===== src/hdl/hne_pkg.sv =====
package hne_pkg;

    localparam logic [1:0] CMD_DATA = 2'd0;
    localparam logic [1:0] CMD_FLAG = 2'd1;
    localparam logic [1:0] CMD_FCS  = 2'd2;
    localparam logic [1:0] CMD_RSVD = 2'd3;

    localparam logic [15:0] CRC_INIT  = 16'hFFFF;
    localparam logic [15:0] CRC_POLY  = 16'h8408;  // x^16+x^12+x^5+1, reflected
    localparam logic [7:0]  FLAG_BYTE = 8'h7E;
    localparam logic [2:0]  STUFF_AT  = 3'd4;      // ones seen before the fifth

    typedef struct packed {
        logic [1:0] cmd;
        logic [7:0] data_byte;
    } t_in;

    typedef struct packed {
        logic line_bit;
        logic stuffed;
        logic last;
    } t_out;

    typedef struct packed {
        logic init;
        logic step;
        logic bit_in;
    } t_crc_req;

    typedef struct packed {
        logic step;
        logic bit_in;
        logic stuff_en;
        logic stuff_bit;
        logic clr_ones;
    } t_line_req;

    typedef struct packed {
        logic tone_next;
        logic need_stuff;
    } t_line_rsp;

endpackage


===== src/hdl/hne_crc.sv =====
// Bit-serial CRC-16/X.25, reflected, one bit per step.
module hne_crc (
    input  logic              i_clk,
    input  logic              i_rst_n,
    input  hne_pkg::t_crc_req i_req,
    output logic [15:0]       o_crc
);

    logic [15:0] r_crc;
    logic [15:0] n_crc;
    logic        w_fb;

    assign w_fb = r_crc[0] ^ i_req.bit_in;

    always_comb begin
        n_crc = r_crc;
        if (i_req.init) begin
            n_crc = hne_pkg::CRC_INIT;
        end else if (i_req.step) begin
            n_crc = (r_crc >> 1) ^ (w_fb ? hne_pkg::CRC_POLY : 16'h0000);
        end
    end

    always_ff @(posedge i_clk) begin
        if (!i_rst_n) begin
            r_crc <= hne_pkg::CRC_INIT;
        end else begin
            r_crc <= n_crc;
        end
    end

    assign o_crc = r_crc;

endmodule


===== src/hdl/hne_line.sv =====
// NRZI tone state and ones-run counter for bit stuffing.
module hne_line (
    input  logic               i_clk,
    input  logic               i_rst_n,
    input  hne_pkg::t_line_req i_req,
    output hne_pkg::t_line_rsp o_rsp
);

    logic       r_tone;
    logic [2:0] r_ones;
    logic       n_tone;
    logic [2:0] n_ones;

    // zero (data or stuffed) toggles the tone, one keeps it
    assign o_rsp.tone_next  = r_tone ^ (i_req.stuff_bit | ~i_req.bit_in);
    assign o_rsp.need_stuff = i_req.stuff_en & i_req.bit_in & ~i_req.stuff_bit
                              & (r_ones == hne_pkg::STUFF_AT);

    always_comb begin
        n_tone = r_tone;
        n_ones = r_ones;
        if (i_req.clr_ones) begin
            n_ones = 3'd0;
        end
        if (i_req.step) begin
            n_tone = o_rsp.tone_next;
            if (i_req.stuff_bit) begin
                n_ones = 3'd0;
            end else if (i_req.stuff_en) begin
                n_ones = i_req.bit_in ? r_ones + 3'd1 : 3'd0;
            end
        end
    end

    always_ff @(posedge i_clk) begin
        if (!i_rst_n) begin
            r_tone <= 1'b0;
            r_ones <= 3'd0;
        end else begin
            r_tone <= n_tone;
            r_ones <= n_ones;
        end
    end

endmodule


===== src/hdl/hdlc_nrzi_frame_bit_encoder.sv =====
// HDLC / AX.25 frame bit encoder with NRZI line coding.
// Input channel (i_in_*): one transfer per byte command. cmd selects a data
// byte (bit-stuffed, fed to the CRC), a flag byte 0x7E (unstuffed, restarts
// CRC and ones count) or end of frame (sends the complemented CRC-16/X.25,
// low bit first, stuffed). The reserved command is taken and dropped.
// Output channel (o_out_*): one transfer per line bit, with the tone after
// the bit, a stuffed-bit marker and a last marker on the item's final bit.
// An accepted item is loaded into the sequencer state first; its line bits
// are then registered one by one in the output register.
// Throughput: one line bit per cycle from a single serializer while the
// output register is free or being taken. o_in_ready is low while a burst
// is in flight: a new item is taken only after the last bit of the one before.
// Receiver stall: a single output register holds the pending bit; the
// serializer simply pauses until it is taken, nothing is dropped.
// Reset (synchronous, active low): output empty, tone at mark, ones count
// zero, CRC at all ones, block ready.
module hdlc_nrzi_frame_bit_encoder (
    input  logic          i_clk,
    input  logic          i_rst_n,
    input  logic          i_in_valid,
    output logic          o_in_ready,
    input  hne_pkg::t_in  i_in_data,
    output logic          o_out_valid,
    input  logic          i_out_ready,
    output hne_pkg::t_out o_out_data
);

    localparam logic ST_IDLE = 1'b0;
    localparam logic ST_SEND = 1'b1;

    // sequencer state
    logic          r_state,     n_state;
    logic [15:0]   r_shift,     n_shift;      // bits still to send, LSB next
    logic [4:0]    r_cnt,       n_cnt;        // source bits left, up to 16
    logic          r_stuff_en,  n_stuff_en;
    logic          r_is_data,   n_is_data;    // bits feed the CRC
    logic          r_stuff_pend, n_stuff_pend; // stuffed zero owed next
    // output register
    logic          r_out_valid, n_out_valid;
    hne_pkg::t_out r_out_data,  n_out_data;

    logic               w_in_xfer;
    logic               w_adv;
    logic               w_last;
    logic [15:0]        w_crc;
    hne_pkg::t_crc_req  w_crc_req;
    hne_pkg::t_line_req w_line_req;
    hne_pkg::t_line_rsp w_line_rsp;

    assign o_in_ready = (r_state == ST_IDLE);
    assign w_in_xfer  = i_in_valid & o_in_ready;
    // one line bit per cycle in SEND, whenever the output slot is free or draining
    assign w_adv      = (r_state == ST_SEND) & (~r_out_valid | i_out_ready);

    hne_crc u_crc (
        .i_clk   (i_clk),
        .i_rst_n (i_rst_n),
        .i_req   (w_crc_req),
        .o_crc   (w_crc)
    );

    hne_line u_line (
        .i_clk   (i_clk),
        .i_rst_n (i_rst_n),
        .i_req   (w_line_req),
        .o_rsp   (w_line_rsp)
    );

    always_comb begin
        n_state      = r_state;
        n_shift      = r_shift;
        n_cnt        = r_cnt;
        n_stuff_en   = r_stuff_en;
        n_is_data    = r_is_data;
        n_stuff_pend = r_stuff_pend;
        n_out_valid  = r_out_valid & ~i_out_ready;
        n_out_data   = r_out_data;
        w_crc_req    = '0;
        w_line_req   = '0;
        w_last       = 1'b0;

        // load a new burst
        if (w_in_xfer) begin
            unique case (i_in_data.cmd)
                hne_pkg::CMD_DATA: begin
                    n_shift    = {8'h00, i_in_data.data_byte};
                    n_cnt      = 5'd8;
                    n_stuff_en = 1'b1;
                    n_is_data  = 1'b1;
                    n_state    = ST_SEND;
                end
                hne_pkg::CMD_FLAG: begin
                    // flag bits bypass CRC and stuffing, so both restart now
                    n_shift            = {8'h00, hne_pkg::FLAG_BYTE};
                    n_cnt              = 5'd8;
                    n_stuff_en         = 1'b0;
                    n_is_data          = 1'b0;
                    w_crc_req.init     = 1'b1;
                    w_line_req.clr_ones = 1'b1;
                    n_state            = ST_SEND;
                end
                hne_pkg::CMD_FCS: begin
                    // snapshot the complemented CRC, then restart it
                    n_shift        = ~w_crc;
                    n_cnt          = 5'd16;
                    n_stuff_en     = 1'b1;
                    n_is_data      = 1'b0;
                    w_crc_req.init = 1'b1;
                    n_state        = ST_SEND;
                end
                default: begin
                    // reserved command: dropped
                end
            endcase
        end

        // emit one line bit
        if (w_adv) begin
            n_out_valid     = 1'b1;
            w_line_req.step = 1'b1;
            if (r_stuff_pend) begin
                w_line_req.stuff_bit = 1'b1;
                w_last               = (r_cnt == 5'd0);
                n_stuff_pend         = 1'b0;
                n_out_data.line_bit  = w_line_rsp.tone_next;
                n_out_data.stuffed   = 1'b1;
                n_out_data.last      = w_last;
            end else begin
                w_line_req.bit_in   = r_shift[0];
                w_line_req.stuff_en = r_stuff_en;
                w_crc_req.step      = r_is_data;
                w_crc_req.bit_in    = r_shift[0];
                n_shift             = r_shift >> 1;
                n_cnt               = r_cnt - 5'd1;
                n_stuff_pend        = w_line_rsp.need_stuff;
                w_last              = (r_cnt == 5'd1) & ~w_line_rsp.need_stuff;
                n_out_data.line_bit = w_line_rsp.tone_next;
                n_out_data.stuffed  = 1'b0;
                n_out_data.last     = w_last;
            end
            if (w_last) begin
                n_state = ST_IDLE;
            end
        end
    end

    always_ff @(posedge i_clk) begin
        if (!i_rst_n) begin
            r_state      <= ST_IDLE;
            r_stuff_pend <= 1'b0;
            r_out_valid  <= 1'b0;
            r_cnt        <= 5'd0;
        end else begin
            r_state      <= n_state;
            r_stuff_pend <= n_stuff_pend;
            r_out_valid  <= n_out_valid;
            r_cnt        <= n_cnt;
        end
    end

    always_ff @(posedge i_clk) begin
        r_shift    <= n_shift;
        r_stuff_en <= n_stuff_en;
        r_is_data  <= n_is_data;
        r_out_data <= n_out_data;
    end

    assign o_out_valid = r_out_valid;
    assign o_out_data  = r_out_data;

endmodule


===== config.mk =====
export PLATFORM = sky130hd
export DESIGN_NAME = hdlc_nrzi_frame_bit_encoder
export DESIGN_NICKNAME = d
export VERILOG_FILES = /design/src/hdl/hne_pkg.sv /design/src/hdl/hne_crc.sv /design/src/hdl/hne_line.sv /design/src/hdl/hdlc_nrzi_frame_bit_encoder.sv
export SDC_FILE = /design/constraint.sdc
export NUM_CORES = 1
export LEC_CHECK = 0
export ABC_AREA = 0
export BUFFER_PORTS_ARGS = -buffer_cell sky130_fd_sc_hd__buf_2
export CAP_MARGIN = 10
export CORE_MARGIN = 3
export CORE_UTILIZATION = 59
export DETAILED_ROUTE_END_ITERATION = 12
export GPL_ROUTABILITY_DRIVEN = 0
export HOLD_SLACK_MARGIN = 0.1
export PLACE_DENSITY = 0.91
export SLEW_MARGIN = 5
export SYNTH_ARGS = -nofsm -noshare
export SYNTH_HDL_FRONTEND = slang
export SYNTH_SLANG_ARGS = --single-unit

===== constraint.sdc =====
create_clock -name i_clk -period 2.63 [get_ports i_clk]
set_input_delay 0.789 -clock i_clk [delete_from_list [all_inputs] [get_ports i_clk]]
set_output_delay 0.789 -clock i_clk [all_outputs]
set_load 0.1 [all_outputs]

## Word level (Yosys, flattened, before mapping)

Cells that the tools add are included.

- Register bits after elaboration: 49
- Bits of input ports: 14
- Output and inout bits: 5
- Word-level logic and storage cells: 84

- Add/sub/neg operators: 2
- Eq/ne operators: 4
- Multiplexer cells: 34
- Bitwise gates (word level): 20
- Reductions and logical operators: 11

Operators by type and width:

| cell | number |
|---|---|
| 2-to-1 mux 16 bit | 4 |
| one-hot mux 16 bit (3 select lines) | 1 |
| inverter 16 bit | 1 |
| XOR 15 x 16 -> 16 bit | 1 |
| 2-to-1 mux 3 bit | 5 |
| 2-to-1 mux 5 bit | 3 |
| 2-to-1 mux 1 bit | 13 |
| one-hot mux 5 bit (2 select lines) | 1 |
| 2-to-1 mux 2 bit | 4 |
| OR reduction 2 bit | 4 |
| AND 1 bit | 7 |
| inverter 1 bit | 7 |
| equality test 5 x 1 -> 1 bit, second input constant | 1 |
| logical NOT 5 bit | 1 |
| subtractor 5 x 1 -> 5 bit, second input constant | 1 |
| 2-to-1 mux 4 bit | 1 |
| one-hot mux 1 bit (2 select lines) | 2 |
| AND reduction 2 bit | 2 |
| nonzero test 2 bit | 2 |
| adder 3 x 1 -> 3 bit, second input constant | 1 |
| equality test 3 bit, second input constant | 1 |
| OR reduction 3 bit | 1 |
| equality test 2 x 1 -> 1 bit, second input constant | 1 |
| equality test 2 bit, second input constant | 1 |
| 3 further kinds | 5 |

## Logic depth before layout (Yosys ltp)

- Depth after elaboration: 13
- Depth in mapped cells: 7
- Gate-level depth less buffers: 6

## By module

From an unflattened synthesis, not the netlist that was laid out.

- Cells, all modules: 261
- Area total of the unflattened synthesis: 2383.5 µm²

Modules (own cells, without submodules):

| module | instances | cells an instance | area each (µm²) |
|---|---|---|---|
| hdlc_nrzi_frame_bit_encoder | 1 | 172 | 1492.7 |
| hne_crc | 1 | 57 | 630.6 |
| hne_line | 1 | 32 | 260.2 |

## Least setup slack after synthesis

No wires, ideal clock.

- Path type: input to register
- Start: in i_in_data[8] (netlist name)
- End: reg r_shift[0]
- Data arrival time: 1.991 ns
- Data required time: 2.499 ns
- Path slack: 0.507 ns
- Stages on the path: 7
- Path buffers: 2
- Cells stage by stage: ha_1 > or3b_1 > buf_6 > buf_6 > a221o_1 > o21ai_2 > o21ai_2

- Cells in the longest elaborated chain, start to end: 5
- Elaborated cells between the ends (all ways): 7
- Classes of those cells: eq/ne: 2; mux: 4; reduce/logical: 1

RTL lines:

| item | line | RTL |
|---|---|---|
| start, declared | hdlc_nrzi_frame_bit_encoder.sv:22 | `input hne_pkg::t_in i_in_data,` |
| equality test 2 bit (tied with other cells) | hdlc_nrzi_frame_bit_encoder.sv:84 | `unique case (i_in_data.cmd)` |
| one-hot mux 16 bit (3 select lines) (*) | hdlc_nrzi_frame_bit_encoder.sv:84 |  |
| 2-to-1 mux 16 bit (*) | hdlc_nrzi_frame_bit_encoder.sv:83 | `if (w_in_xfer) begin` |
| 2-to-1 mux 16 bit | hdlc_nrzi_frame_bit_encoder.sv:121 | `if (r_stuff_pend) begin` |
| 2-to-1 mux 16 bit (*) | hdlc_nrzi_frame_bit_encoder.sv:118 | `if (w_adv) begin` |
| named net n_shift[0] | hdlc_nrzi_frame_bit_encoder.sv:33 | `logic [15:0] r_shift, n_shift;` |
| end signal, assigned | hdlc_nrzi_frame_bit_encoder.sv:162 | `r_shift <= n_shift;` |
| end, declared | hdlc_nrzi_frame_bit_encoder.sv:33 |  |

Mark *: on every way through the listed nets, which the timed path passes. The rest lies on a longest branch.
A chain may end at the register's enable or synchronous reset.

## Final worst setup path

- Start: in i_in_data[8] (netlist name)
- End: reg r_shift[11]

The elaborated chain is that of the path after synthesis.

==> results list <==
* Outcome: complete, no violations
- Hold timing on the final database bottoms out at a slack of 0.451 ns.
- By area, the combinational part of the netlist is dominated by compound AO/OA/AOI/OAI gates.
- The final route contains 1,835 vias.
- Hold-fix buffers, CTS: 0
* Worst setup path startpoint: i_in_data[8]
- The later pin in the worst-skew pair is clocked with a latency of 0.31 ns.
- Compared with the post-synthesis result, the final layout area differs by 8.42%.
* Sequential cell area: 1030 um^2
- At the pin with the least slew margin, the transition time is 0.559 ns.
- ANT nets after route: 0
- Total power density per cell area: 673 nW/um^2
- Category of the critical setup timing path: in -> reg
- Of the post-synthesis cell area, the dominant cell type holds 38.3%.
- PostCTS Resize Cnt: 0
- Final worst path period need: 2.14 ns
- The worst hold path begins at r_shift[1].
- Worst-case headroom to the max-slew limit: 62.8%
- No sink is reached through more buffers than the 2 on the longest clock path.
- Summing all multi-input logic gate instances after layout gives 1100 um^2.
- Counting the fill cells in the layout gives 306.
- Initial antenna violation count: 0
- On the worst path, the slowest cell contributes a delay of 0.59 ns.
- The final layout contains routed wiring with a total length of 4430 um.
- The number of global-route vias before repair is 1,670.
* Post-synthesis mux area share: 0.435%
- Top-Level Pins: 19
* Effective utilization at floorplan: 62.0%
- The tree is rooted in a clkbuf_8.
- Aggregate negative setup slack: 0 ns
* Number of cell rows: 22
- Primary FF master, synth: dfxtp_1
- Number of instances on the worst hold path: 2
- Sorting the synthesized cells by how often they occur yields nand2_1, dfxtp_1, inv_1, a21oi_1.
- Of all flip-flops after synthesis, the portion carrying an async set or reset was 0%.
* Final number of hold-violating endpoints: 0
- For the final database, setup skew stands at 0.0162 ns.
- Die Y: 68.5 um
- The worst register-to-register path ends at r_cnt[3].
- For this block, the initial DRC count from the detailed router was 73.
- Worst flop-to-flop path startpoint: r_state
- Net switching is 29.3% of the power.
- Overall track demand over capacity in global routing: 21.4%
- Dividing the final minimum period by the clock period gives 81.5%.
- Number of max-cap violations: 0
- CTS tree: done
- Share of synthesized cell area in full adder, half adder and majority cells: 4.35%
- Of all cell types, the one taking the most synthesized area is dfxtp_1.
- The core region is 3720 um^2.
- Sorting the synthesized cells by area gives the leading types as dfxtp_1, nand2_1, edfxtp_1.
* Most used standard cell by instance count after synthesis: nand2_1
- During placement, the flow inserted port buffers numbering 18.
* Crit-path max FO: 15
* Share of total power in the clock network: 29.1%
- The analysis attributes to cell leakage a power of 1.07 nW.
- Post-CTS Repair Setup Buffers: 0
- Seq/Total Area, Yosys: 44.8%
- The repair_antennas step left the layout with diodes totalling 0.
* Syn Nets: 286
- Summed over all layers, the global routing overflow is 0.
- Share of post-route cells with drive strength above 1: 13.7%
- Element type at the critical path end: flip-flop
* Syn. warnings: 0
* FF+latch count, synth: 49
- TritonCTS created 5 clock buffers.
- Walking the worst path, the cells encountered are buf_2, ha_1, or3b_1, buf_4, nor3b_1, a21oi_1, o21ai_1.
* Logic pwr share: 18.7%
* Simple logic cell fraction of the synthesized area: 19.4%
- The synthesized netlist devotes 2.28% of its cell area to XOR and XNOR gates.
- Synthesis handed over a netlist of 264 instances.
- Among all stages on the critical path, the largest delay is contributed by or3b_1.
* CTS clk-pin slew, worst paths: 0.10 ns
* Number of distinct library cells after synthesis: 45
* Reg power frac: 52.2%
* Largest net degree at the start of global routing: 38
- The worst register-to-register path has a setup slack of 0.83 ns.
- Post-synthesis average cell area: 8.72 um^2
- Internal: 1.19 mW
- Maximum resistive drop on vdd: 0.385 mV
* H-tree lvl count: 2
* Setup repair after global routing missed its margin: false
- Reg2reg path depth: 5
- After synthesis the cells add up to 2300 um^2.
- Setup violations remaining at the end of the flow were counted as 0.
* Kind of path behind the tightest hold check: reg -> reg
- Count of flip-flops with a built-in enable after synthesis: 5
- Max-slew violations: 0
- Die width: 68.5 um
- Net switching power: 0.492 mW
- Compound-cell area share of the yosys netlist: 21.1%
- For this run, design rule violations remaining after detail routing come to 0.
- Top achievable clock speed: 466 MHz
* First-pass GRT wire length: 7380 um
- In the routed layout, each cell is associated on average with a via count of 5.65.
- STA puts the critical path data arrival time at 2.38 ns.
- Number of nets in the layout: 298
- STA classifies the critical path startpoint as an input pin.
* Count of TritonRoute iterations in the first routing pass: 4
- Total clock sinks: 49
- The die covers 4690 um^2.
- After legalization and detailed placement, the total HPWL measured 3120 um.
* Detail-routed net length per standard cell: 13.6 um
- Req. time, crit path: 2.87 ns
* Hold Path Sink: r_shift[0]
==> layer usage <==
| layer | GRT usage [%] | vias up | part of all wire, % |
|---|---|---|---|
| li1 | - | 947 | - |
| met1 | 25.6 | 846 | 45 |
| met2 | 36.1 | 37 | 49 |
| met3 | 5.75 | 5 | 4.9 |
| met4 | 8.68 | 0 | 1.4 |
| met5 | 0 | - | 0 |
==> critical path, delay by kind of cell <==
kind            cells  cell delay (ns)
simple gates        2             0.82
compound gates      2             0.17
fa+ha+maj           1             0.20
buf+inv             2             0.40
==> worst max path at each step <==
stage                             end  slack (ns)
after detailed placement  r_shift[11]        0.17
final                     r_shift[11]        0.49
after floorplan            r_shift[0]        0.51
after CTS                 r_shift[11]        0.49
after global placement    r_shift[10]        0.24
after global routing      r_shift[10]        0.33
==> through the flow <==
step / worst slack [ns] / util [%] / instance area [um^2] / power, mW / std cells
after floorplan: 0.507 / - / 2300 / 1.14 / 264
after global placement: 0.236 / 64.4 / 2390 / 1.19 / 317
after detailed placement: 0.171 / 64.4 / 2390 / 1.20 / 317
after CTS: 0.493 / 67.2 / 2500 / 1.70 / 325
after global routing: 0.328 / 67.2 / 2500 / 1.76 / 325
final: 0.486 / 67.2 / 2500 / 1.68 / 325
==> layout by cell type, fill, tap and decap left out, drive strengths merged, types with 8 or more instances in the layout <==
cell	count
ha	8
a21oi	11
o22ai	8
inv	20
nand2	48
nand3	9
a221o	8
dfxtp	44
o21ai	19
o211ai	9
buf	22
==> logic make-up after synthesis <==
kind of cell / Yosys count
AO/OA/AOI/OAI: 70
AND/OR/NAND/NOR: 92
flip-flops: 49
XOR/XNOR: 6
multiplexers: 1
adder cells (fa/ha/maj): 8
buffers and inverters: 38
==> final cells by class <==
cell class	count	share of cell area [%]
sequential	49	41.3
timing repair buffer	22	4.81
tap	48	2.41
inverter	21	3.21
clock inverter	1	0.201
multi-input combinational	177	44.2
clock buffer	7	3.91
==> power groups by stage <==
stage                     Combinational, mW  Clock [mW]  Sequential, mW
after floorplan                       0.228           0           0.911
after global placement                0.302           0           0.891
after detailed placement              0.312           0           0.892
after CTS                             0.316       0.503           0.876
after global routing                  0.350       0.527           0.885
final                                 0.314       0.488           0.877
==> flip-flops by register name (all words and copies together) (netlist names) <==
| register | cells |
|---|---|
| r_stuff_pend | 1 |
| o_out_valid | 1 |
| r_is_data | 1 |
| u_line.r_tone | 1 |
| u_line.r_ones | 3 |
| o_out_data | 3 |
| u_crc.o_crc | 16 |
| r_state | 1 |
| r_cnt | 5 |
| r_shift | 16 |
| r_stuff_en | 1 |
Note: power is estimated with default switching activity, not from simulation.
